<file path="config.mk">
export PLATFORM = sky130hd
export DESIGN_NAME = key_short_long_press_classifier
export DESIGN_NICKNAME = d
export VERILOG_FILES = /design/src/rtl/core/kslp_pkg.sv /design/src/rtl/core/kslp_lane.sv /design/src/rtl/core/key_short_long_press_classifier.sv
export VERILOG_INCLUDE_DIRS = /design/src /design/src/rtl/core
export SDC_FILE = /design/constraint.sdc
export NUM_CORES = 1
export LEC_CHECK = 0
export BUFFER_PORTS_ARGS = -buffer_cell sky130_fd_sc_hd__clkbuf_2
export CAP_MARGIN = 20
export CORE_AREA = 2 2 179 181
export CTS_BUF_LIST = sky130_fd_sc_hd__clkbuf_8
export DETAILED_ROUTE_END_ITERATION = 8
export DIE_AREA = 0 0 181 183
export PLACE_DENSITY = 0.83
export SYNTH_ARGS = -nofsm -noshare
export SYNTH_HDL_FRONTEND = slang
export SYNTH_HIERARCHICAL = 1
export SYNTH_SLANG_ARGS = --single-unit
</file>
<file path="constraint.sdc">
create_clock -name clk -period 4.68 [get_ports clk]
set_clock_uncertainty 0.1 [all_clocks]
set_input_delay 0.234 -clock clk [delete_from_list [all_inputs] [get_ports clk]]
set_output_delay 0.234 -clock clk [all_outputs]
set_load 0.01 [all_outputs]
</file>
<file path="src/rtl/core/key_short_long_press_classifier_defines.svh">
// Assertion macros shared by the key press classifier RTL.
// Each macro expects signals named clk and arst_n in the enclosing module.
`ifndef KEY_SHORT_LONG_PRESS_CLASSIFIER_DEFINES_SVH
`define KEY_SHORT_LONG_PRESS_CLASSIFIER_DEFINES_SVH

// The consequent must hold in the same cycle as the antecedent.
`define KSLP_ASSERT_IMP(lbl, ante, cons) \
	lbl: assert property (@(posedge clk) disable iff (!arst_n) (ante) |-> (cons)) \
		else $error("kslp assertion failed");

// The consequent must hold in the cycle after the antecedent.
`define KSLP_ASSERT_NXT(lbl, ante, cons) \
	lbl: assert property (@(posedge clk) disable iff (!arst_n) (ante) |=> (cons)) \
		else $error("kslp assertion failed");

`endif

</file>
<file path="src/rtl/core/kslp_pkg.sv">
// Package for the key short/long press classifier.
// Holds the configuration struct, register indexes, reset values and lane status type.
package kslp_pkg;

	localparam int CFG_BITS   = 16;
	localparam int LEVEL_BITS = 4;
	localparam int QUERY_BITS = 8;
	localparam int MASK_BITS  = 4;
	localparam int MODE_BITS  = 2;

	typedef enum logic [1:0] {
		REG_SHORT_THRESHOLD = 2'd0,
		REG_LONG_THRESHOLD  = 2'd1,
		REG_COUNT_LIMIT     = 2'd2
	} reg_index_t;

	localparam logic [CFG_BITS-1:0] SHORT_THRESHOLD_RST = 16'd1;
	localparam logic [CFG_BITS-1:0] LONG_THRESHOLD_RST  = 16'd10;
	localparam logic [CFG_BITS-1:0] COUNT_LIMIT_RST     = 16'd100;

	typedef struct packed {
		logic [CFG_BITS-1:0] short_threshold;
		logic [CFG_BITS-1:0] long_threshold;
		logic [CFG_BITS-1:0] count_limit;
	} cfg_t;

	typedef struct packed {
		logic short_hit;
		logic long_hit;
		logic over_short;
		logic over_long;
	} lane_stat_t;

endpackage

</file>
<file path="src/rtl/core/kslp_lane.sv">
// Per-key counter lane: run and press counters with saturation and classification.
// Depends on kslp_pkg for the configuration and lane status types.
module kslp_lane #(
	parameter int COUNT_BITS = 16
) (
	input  logic                clk,
	input  logic                arst_n,
	input  logic                en,
	input  logic                held,
	input  logic                any_held,
	input  kslp_pkg::cfg_t      cfg,
	output kslp_pkg::lane_stat_t stat
);

	localparam int CMP_BITS = (COUNT_BITS > kslp_pkg::CFG_BITS) ? COUNT_BITS : kslp_pkg::CFG_BITS;

	logic [COUNT_BITS-1:0] run_q;
	logic [COUNT_BITS-1:0] press_q;
	logic [COUNT_BITS-1:0] run_bump;
	logic [COUNT_BITS-1:0] press_bump;
	logic [COUNT_BITS-1:0] run_next;
	logic [COUNT_BITS-1:0] press_next;
	logic [CMP_BITS-1:0]   press_x;
	logic [CMP_BITS-1:0]   run_x;
	logic [CMP_BITS-1:0]   st_x;
	logic [CMP_BITS-1:0]   lt_x;
	logic [CMP_BITS-1:0]   lim_x;

	assign run_bump   = (&run_q) ? run_q : run_q + COUNT_BITS'(1);
	assign press_bump = (&press_q) ? press_q : press_q + COUNT_BITS'(1);

	always_comb begin
		run_next   = run_q;
		press_next = press_q;
		if (en) begin
			if (held) begin
				run_next   = run_bump;
				press_next = press_bump;
			end else begin
				run_next = '0;
				if (!any_held) begin
					press_next = '0;
				end
			end
		end
	end

	assign press_x = CMP_BITS'(press_q);
	assign run_x   = CMP_BITS'(run_next);
	assign st_x    = CMP_BITS'(cfg.short_threshold);
	assign lt_x    = CMP_BITS'(cfg.long_threshold);
	assign lim_x   = CMP_BITS'(cfg.count_limit);

	assign stat.short_hit  = (press_x > st_x) && (press_x < lt_x);
	assign stat.long_hit   = (press_x > lt_x) && (press_x < lim_x);
	assign stat.over_short = run_x > st_x;
	assign stat.over_long  = run_x > lt_x;

	always_ff @(posedge clk or negedge arst_n) begin
		if (!arst_n) begin
			run_q   <= '0;
			press_q <= '0;
		end else begin
			run_q   <= run_next;
			press_q <= press_next;
		end
	end

endmodule

</file>
<file path="src/rtl/core/key_short_long_press_classifier.sv">
// Key short/long press classifier, top level.
// An accepted transaction is held in the input register, and its result then in the output register.
// Throughput: one transaction per cycle; while a result is stalled the input register
// takes one more transaction and then in_stall rises.
// Reset: arst_n clears counters, latched masks, valids and restores config defaults.
// Depends on kslp_pkg, kslp_lane and key_short_long_press_classifier_defines.svh.
`include "key_short_long_press_classifier_defines.svh"

module key_short_long_press_classifier #(
	parameter int NUM_KEYS   = 4,
	parameter int COUNT_BITS = 16
) (
	input  logic                                clk,
	input  logic                                arst_n,
	input  logic                                in_valid,
	output logic                                in_stall,
	input  logic                                tick,
	input  logic [kslp_pkg::LEVEL_BITS-1:0]     key_levels,
	input  logic                                clear_short,
	input  logic                                clear_long,
	input  logic [kslp_pkg::QUERY_BITS-1:0]     query_keys,
	input  logic [kslp_pkg::MODE_BITS-1:0]      query_mode,
	output logic                                out_valid,
	input  logic                                out_stall,
	output logic                                held_match,
	output logic                                latched_match,
	output logic [kslp_pkg::MASK_BITS-1:0]      short_mask,
	output logic [kslp_pkg::MASK_BITS-1:0]      long_mask,
	input  logic                                cfg_valid,
	output logic                                cfg_ready,
	input  logic [1:0]                          cfg_index,
	input  logic [kslp_pkg::CFG_BITS-1:0]       cfg_data
);

	kslp_pkg::cfg_t cfg_q;

	logic                                s1_valid_q;
	logic                                tick_s1;
	logic [kslp_pkg::LEVEL_BITS-1:0]     levels_s1;
	logic                                clr_s_s1;
	logic                                clr_l_s1;
	logic [kslp_pkg::QUERY_BITS-1:0]     qkeys_s1;
	logic [kslp_pkg::MODE_BITS-1:0]      qmode_s1;

	logic                                out_valid_q;
	logic                                held_match_s2;
	logic                                latched_match_s2;

	logic [NUM_KEYS-1:0]                 short_q;
	logic [NUM_KEYS-1:0]                 long_q;
	logic [NUM_KEYS-1:0]                 short_next;
	logic [NUM_KEYS-1:0]                 long_next;

	logic                                adv;
	logic [NUM_KEYS-1:0]                 lvl;
	logic [NUM_KEYS-1:0]                 short_hits;
	logic [NUM_KEYS-1:0]                 long_hits;
	logic [NUM_KEYS-1:0]                 over_short;
	logic [NUM_KEYS-1:0]                 over_long;
	logic [NUM_KEYS-1:0]                 held_set;
	logic                                any_held;
	logic                                held_eq;
	logic                                latched_eq;

	kslp_pkg::lane_stat_t lane_stat [NUM_KEYS];

	assign adv       = s1_valid_q && (!out_valid_q || !out_stall);
	assign in_stall  = s1_valid_q && !adv;
	assign cfg_ready = 1'b1;

	genvar k;
	generate
		for (k = 0; k < NUM_KEYS; k++) begin : g_key
			if (k < kslp_pkg::LEVEL_BITS) begin : g_pin
				assign lvl[k] = levels_s1[k];
			end else begin : g_nopin
				assign lvl[k] = 1'b1;
			end

			kslp_lane #(
				.COUNT_BITS(COUNT_BITS)
			) u_lane (
				.clk      (clk),
				.arst_n   (arst_n),
				.en       (adv && tick_s1),
				.held     (!lvl[k]),
				.any_held (any_held),
				.cfg      (cfg_q),
				.stat     (lane_stat[k])
			);

			assign short_hits[k] = lane_stat[k].short_hit;
			assign long_hits[k]  = lane_stat[k].long_hit;
			assign over_short[k] = lane_stat[k].over_short;
			assign over_long[k]  = lane_stat[k].over_long;
		end

		for (k = 0; k < kslp_pkg::MASK_BITS; k++) begin : g_mask
			if (k < NUM_KEYS) begin : g_used
				assign short_mask[k] = short_q[k];
				assign long_mask[k]  = long_q[k];
			end else begin : g_unused
				assign short_mask[k] = 1'b0;
				assign long_mask[k]  = 1'b0;
			end
		end
	endgenerate

	assign any_held = tick_s1 && (~lvl != '0);

	always_comb begin
		short_next = short_q;
		long_next  = long_q;
		if (tick_s1) begin
			if (any_held) begin
				short_next = '0;
				long_next  = '0;
			end else begin
				short_next = short_q | short_hits;
				long_next  = long_q | long_hits;
			end
		end
		if (clr_s_s1) begin
			short_next = '0;
		end
		if (clr_l_s1) begin
			long_next = '0;
		end
	end

	always_comb begin
		priority if (qmode_s1[0]) begin
			held_set   = qkeys_s1[NUM_KEYS-1:0] & over_short;
			latched_eq = kslp_pkg::QUERY_BITS'(short_next) == qkeys_s1;
		end else if (qmode_s1[1]) begin
			held_set   = qkeys_s1[NUM_KEYS-1:0] & over_long;
			latched_eq = kslp_pkg::QUERY_BITS'(long_next) == qkeys_s1;
		end else begin
			held_set   = '0;
			latched_eq = 1'b0;
		end
	end

	assign held_eq = kslp_pkg::QUERY_BITS'(held_set) == qkeys_s1;

	always_ff @(posedge clk or negedge arst_n) begin
		if (!arst_n) begin
			cfg_q.short_threshold <= kslp_pkg::SHORT_THRESHOLD_RST;
			cfg_q.long_threshold  <= kslp_pkg::LONG_THRESHOLD_RST;
			cfg_q.count_limit     <= kslp_pkg::COUNT_LIMIT_RST;
		end else if (cfg_valid && cfg_ready) begin
			unique case (cfg_index)
				kslp_pkg::REG_SHORT_THRESHOLD: cfg_q.short_threshold <= cfg_data;
				kslp_pkg::REG_LONG_THRESHOLD:  cfg_q.long_threshold  <= cfg_data;
				kslp_pkg::REG_COUNT_LIMIT:     cfg_q.count_limit     <= cfg_data;
				default: begin
				end
			endcase
		end
	end

	always_ff @(posedge clk or negedge arst_n) begin
		if (!arst_n) begin
			s1_valid_q  <= 1'b0;
			out_valid_q <= 1'b0;
			short_q     <= '0;
			long_q      <= '0;
		end else begin
			if (!s1_valid_q || adv) begin
				s1_valid_q <= in_valid;
			end
			if (adv) begin
				out_valid_q <= 1'b1;
				short_q     <= short_next;
				long_q      <= long_next;
			end else if (!out_stall) begin
				out_valid_q <= 1'b0;
			end
		end
	end

	always_ff @(posedge clk) begin
		if (in_valid && !in_stall) begin
			tick_s1   <= tick;
			levels_s1 <= key_levels;
			clr_s_s1  <= clear_short;
			clr_l_s1  <= clear_long;
			qkeys_s1  <= query_keys;
			qmode_s1  <= query_mode;
		end
		if (adv) begin
			held_match_s2    <= held_eq;
			latched_match_s2 <= latched_eq;
		end
	end

	assign out_valid     = out_valid_q;
	assign held_match    = held_match_s2;
	assign latched_match = latched_match_s2;

	`KSLP_ASSERT_IMP(a_stall_needs_item, in_stall, s1_valid_q)
	`KSLP_ASSERT_IMP(a_no_adv_on_stall, out_valid_q && out_stall, !adv)
	`KSLP_ASSERT_NXT(a_held_clears_masks, adv && any_held, short_q == '0 && long_q == '0)
	`KSLP_ASSERT_NXT(a_masks_hold_idle, !adv, $stable(short_q) && $stable(long_q))

endmodule
</file>
======== Word-level counts from Yosys, hierarchy flattened ========
Cells that the tools add are included.
W data, S select, Z words.
storage, ports and cells
  output and inout bits ................... 13
  memories kept ........................... 0
  latch bits .............................. 0
  bits of input ports ..................... 40
  memory bits (read-only) ................. 0
  memory bits (writable) .................. 0
  register bits after elaboration ......... 205
  logic and storage cells ................. 144
operators by class
  div/mod/pow operators ................... 0
  multipliers ............................. 0
  equality and inequality tests ........... 14
  reduce and logical (&&, ||, !) cells .... 37
  bitwise operators ....................... 5
  shifts and indexed selects .............. 0
  $lt $le $gt $ge ......................... 24
  multiplexer cells ....................... 33
  add/sub/neg operators ................... 8
operator list
  cell                     number
  $mux W16                 21
  $gt A16 B16 Y1           16
  $add A16 B1 Y16 const B  8
  $lt A16 B16 Y1           8
  $reduce_and A16 Y1       8
  $mux W4                  8
  $eq A4 B8 Y1             3
  $ne A2 B2 Y1 const B     8
  $logic_and A1 B1 Y1      13
  $reduce_and A3 Y1        4
  $and A4 B4 Y4            2
  $or A4 B4 Y4             2
  $reduce_and A2 Y1        3
  $logic_not A1 Y1         5
  $mux W1                  4
  $not A4 Y4               1
  $reduce_bool A4 Y1       1
  $eq A2 B1 Y1 const B     1
  $eq A2 B2 Y1 const B     1
  $logic_not A2 Y1         1
  $logic_or A1 B1 Y1       2
  $ne A2 B1 Y1 const B     1

======== Longest topological paths before layout ========
  word-level depth ........................ 10
  depth in mapped cells ................... 19
  depth with buffers taken out ............ 18

======== By module ========
Netlist, hierarchy kept.
modules (own cells, without submodules)
  module                           area an instance (um^2)  cells an instance  instances  seq. area each (um^2)
  kslp_lane at g_key[1].u_lane     3703.6                   435                1          800.8
  kslp_lane at g_key[2].u_lane     3692.3                   440                1          800.8
  kslp_lane at g_key[0].u_lane     3656.0                   433                1          800.8
  kslp_lane at g_key[3].u_lane     3636.0                   436                1          800.8
  key_short_long_press_classifier  3169.3                   220                1          2029.4

======== Worst setup path before layout ========
No wires, ideal clock.
  kind .................................... register to register
  start point ............................. reg tick_s1
  end point ............................... reg held_match_s2, in the netlist held_match (data pin)
  arrival time ............................ 3.324 ns
  data required time ...................... 4.324 ns
  clock period less this slack ............ 3.680 ns
  stages on the path, launching flop included .. 18
  buffers on the path ..................... 4
  library setup time ...................... 0.256 ns
  setup slack ............................. 1.000 ns
  cells stage by stage .................... edfxtp_1 -> buf_6 -> buf_6 -> and3_1 -> buf_2 -> inv_1 -> nor2_1 -> clkbuf_1 -> nor2_1 -> ha_1 -> nor2b_1 -> o211ai_1 -> a21oi_1 -> o31ai_1 -> a21oi_1 -> a22oi_1 -> a22oi_1 -> and3_2
RTL lines
  element                   line                                    source
  start: declaration        key_short_long_press_classifier.sv:38   logic tick_s1;
  start signal: assignment  key_short_long_press_classifier.sv:184  tick_s1 <= tick;
  end signal: assignment    key_short_long_press_classifier.sv:192  held_match_s2 <= held_eq;
  end: declaration          key_short_long_press_classifier.sv:46   logic held_match_s2;

==> reports/qor.yml <==
drt:
  drt_iter0_drc: 1856
  vias: 16793
  drc: 0
  final_antenna_net_count: 0
  post_drt_wl_per_cell_um: 22.6
  dr.pass1.iters: 5
  drt-total-wl_um: 56500
  vias_per_cell: 6.71
hold_path:
  hold_path.class: "primary input to async pin"
global_routing:
  antenna_found_initial: 0
  grt_start_max_net_pins: 108
  grtUsageTotal_pct: 34.0
  grt_pass1_wl_um: 88400
  grt_overflow_total: 0
  first_global_vias: 16630
cells_and_area:
  drive_gt1_share_pct: 11.8
  fin_util_pct: 63.3
  area_growth_pct: 10.7
  n_antenna_cell: 0
  layout_common_cells: "324 x ha_1, 223 x inv_1, 180 x dfrtp_1"
  final_common_cell: "ha_1"
  fin_nets: 2434
worst_setup_path:
  crit_path_start_kind: "register"
  crit_path_start: "g_key[3].u_lane/run_q[0]"
  critPathMaxFanout: 10
  worstSetupEndpointType: "register"
  worstPathArrival_ps: 4570
  critical_path_class: "register to register"
  r2r_start: "g_key[3].u_lane/run_q[0]"
  crit_required_ps: 4910
yosys:
  yosys.area.top_type: "dfrtp_1"
  ys.flop_type: "dfrtp_1"
  syn_nets: 2328
  yosysSeqAreaShare_pct: 29.3
  synth-seq-cells: 205
  synth.avg_cell_area_um2: 9.09
  synth_enable_flop_cells: 19
  synth_cell_types: 102
  syn_area_mm2: 0.0179
  synth_area_leaders: "dfrtp_1 25%, ha_1 23%, a21oi_1 4.6%"
  yosys.area.top_type_share_pct: 25.2
  yosysWarnings: 6
  syn_inst: 1964
  synthArstFlopShare_pct: 90.7
clocking:
  clkLatencyLatePin_ps: 600
  clock_sinks: 205
  cts-root-buf: "clkbuf_8"
  cts_made_buffers: 39
  cts_tree: "done"
  clockBufferDepth: 3
  cts_max_level: 2
  clk_pin_slew_ps: 70
die:
  rows: 65
  die_w_um: 181
  core_mm2: 0.0312
  die_y_um: 183
  die_area_mm2: 0.0331
  pin_count: 53
  initial_utilization_pct: 57.2
timing:
  fmax_mhz: 230
  maxSlewHeadroom_pct: 25.6
  rsz0062_at_grt: "false"
  finalCritPeriodShare_pct: 92.8
  fin_setup_tns_ps: 0
  finalCriticalPeriod_ps: 4340
  tightest_slew_ps: 1110
  timing.final.hold_violations: 0
  setup_viol_count_final: 0
  slew_violations: 0
status:
  status: "complete, no violations"
pwr:
  powerDensity_mw_per_mm2: 332
  p_leak_nw: 9.91
  vdd_ir_drop_max_v: 0.000333
place:
  dp_hpwl_um: 40500
  place_congestion: 0.972
  io_buffers: 51
flow_run:
  cap_violations: 0
-- flip-flops by register name (all words and copies together) (netlist names) --
name                  count
cfg_q                    48
long_mask                 4
g_key.u_lane/press_q     64
held_match                1
g_key.u_lane/run_q       64
latched_match             1
s1_valid_q                1
tick_s1                   1
out_valid                 1
qkeys_s1                  8
short_mask                4
clr_s_s1                  1
levels_s1                 4
qmode_s1                  2
clr_l_s1                  1
-- cell usage after synthesis, types with 7 or more instances --
cell type / number
nand3_1: 72
clkbuf_1: 17
a211oi_1: 29
and3_1: 23
nor4_1: 23
nand4_1: 90
edfxtp_1: 19
o31ai_1: 20
dfrtp_1: 180
o21ai_0: 57
o211ai_1: 31
nor2_1: 93
nand2b_1: 11
o21ai_1: 20
and4_1: 17
xnor2_1: 14
nor2b_1: 32
buf_2: 9
nor3_1: 25
nand2_1: 109
a21oi_1: 164
or3_1: 10
ha_1: 324
a22o_1: 7
and2_1: 8
a21o_1: 57
mux2_2: 48
inv_1: 214
a31oi_1: 40
xor2_1: 18
or2_2: 8
-- power by group --
group          switching (mW)  internal (mW)  total, mW
clock network           0.861           1.14       2.00
registers               0.495           2.00       2.50
logic                    1.21          0.849       2.06
total                    2.56           3.99       6.56
-- final timing paths --
check / slack (ps) / endpoint / depth (start not counted)
setup / recovery: 340 / held_match / 13
hold / removal: 220 / g_key[0].u_lane/press_q[4] / 2
setup reg to reg: 340 / held_match / 13
hold reg to reg: 440 / long_mask[3] / 2
max in group asynchronous: 3110 / cfg_q[24] / 3
min in group clk: 220 / cfg_q[33] / 4
-- layer usage --
| metal | vias to the layer above | share of wire [%] | global-route usage (%) |
|---|---|---|---|
| met1 | 7976 | 40 | 43.7 |
| met4 | 0 | 6.1 | 19.0 |
| li1 | 7594 | - | - |
| met5 | - | 0 | 0 |
| met3 | 235 | 9.3 | 5.94 |
| met2 | 988 | 44 | 54.7 |
-- repair_timing --
| action | 4_1_cts | 5_1_grt |
|---|---|---|
| setup buffers | 0 | 0 |
| endpoints found under the setup margin | 0 | 1 |
| endpoints found under the hold margin | 169 | 0 |
| hold buffers | 37 | 0 |
| resized for setup | 0 | 1 |
-- stage by stage --
step	instances	hold WS (ps)	setup WS, ps	instance area [um2]	power, mW
CTS	2502	187	289	19800	6.45
global placement	2394	306	541	18500	4.28
finish	2502	217	336	19800	6.56
global route	2502	231	171	19800	6.90
detailed placement	2394	312	342	18500	4.43
floorplan	1964	-162	1000	17900	3.70
-- kinds of logic after synthesis --
group           Yosys count  share of synthesized area [%]
simple gates            574                           17.9
compound gates          522                           19.4
xor+xnor                 32                           1.57
buf+inv                 251                           5.67
flops                   205                           29.3
mux                      55                           3.45
fa+ha+maj               324                           22.7
other cells               1                         0.0210
-- area by class of cell --
class | count | area [um2]
Clock buffer | 54 | 743
Clock inverter | 17 | 134
Fill cell | 2514 | 11500
Inverter | 214 | 803
Multi-Input combinational cell | 1508 | 11600
Sequential cell | 205 | 5230
Tap cell | 402 | 503
Timing Repair Buffer | 102 | 739
-- worst max-delay path, stage by stage, from the launching register on --
cell and delay, ps:
dfrtp_1 380, ha_1 230, and4_1 260, nand4_1 390, nor2_1 320, a31oi_1 120
a311oi_1 540, ha_1 210, nand4_1 180, nor4_1 480, a21oi_1 90, a22oi_1 370
a22oi_1 200, and3_2 240
No activity file was read; power rests on OpenSTA's default activity.
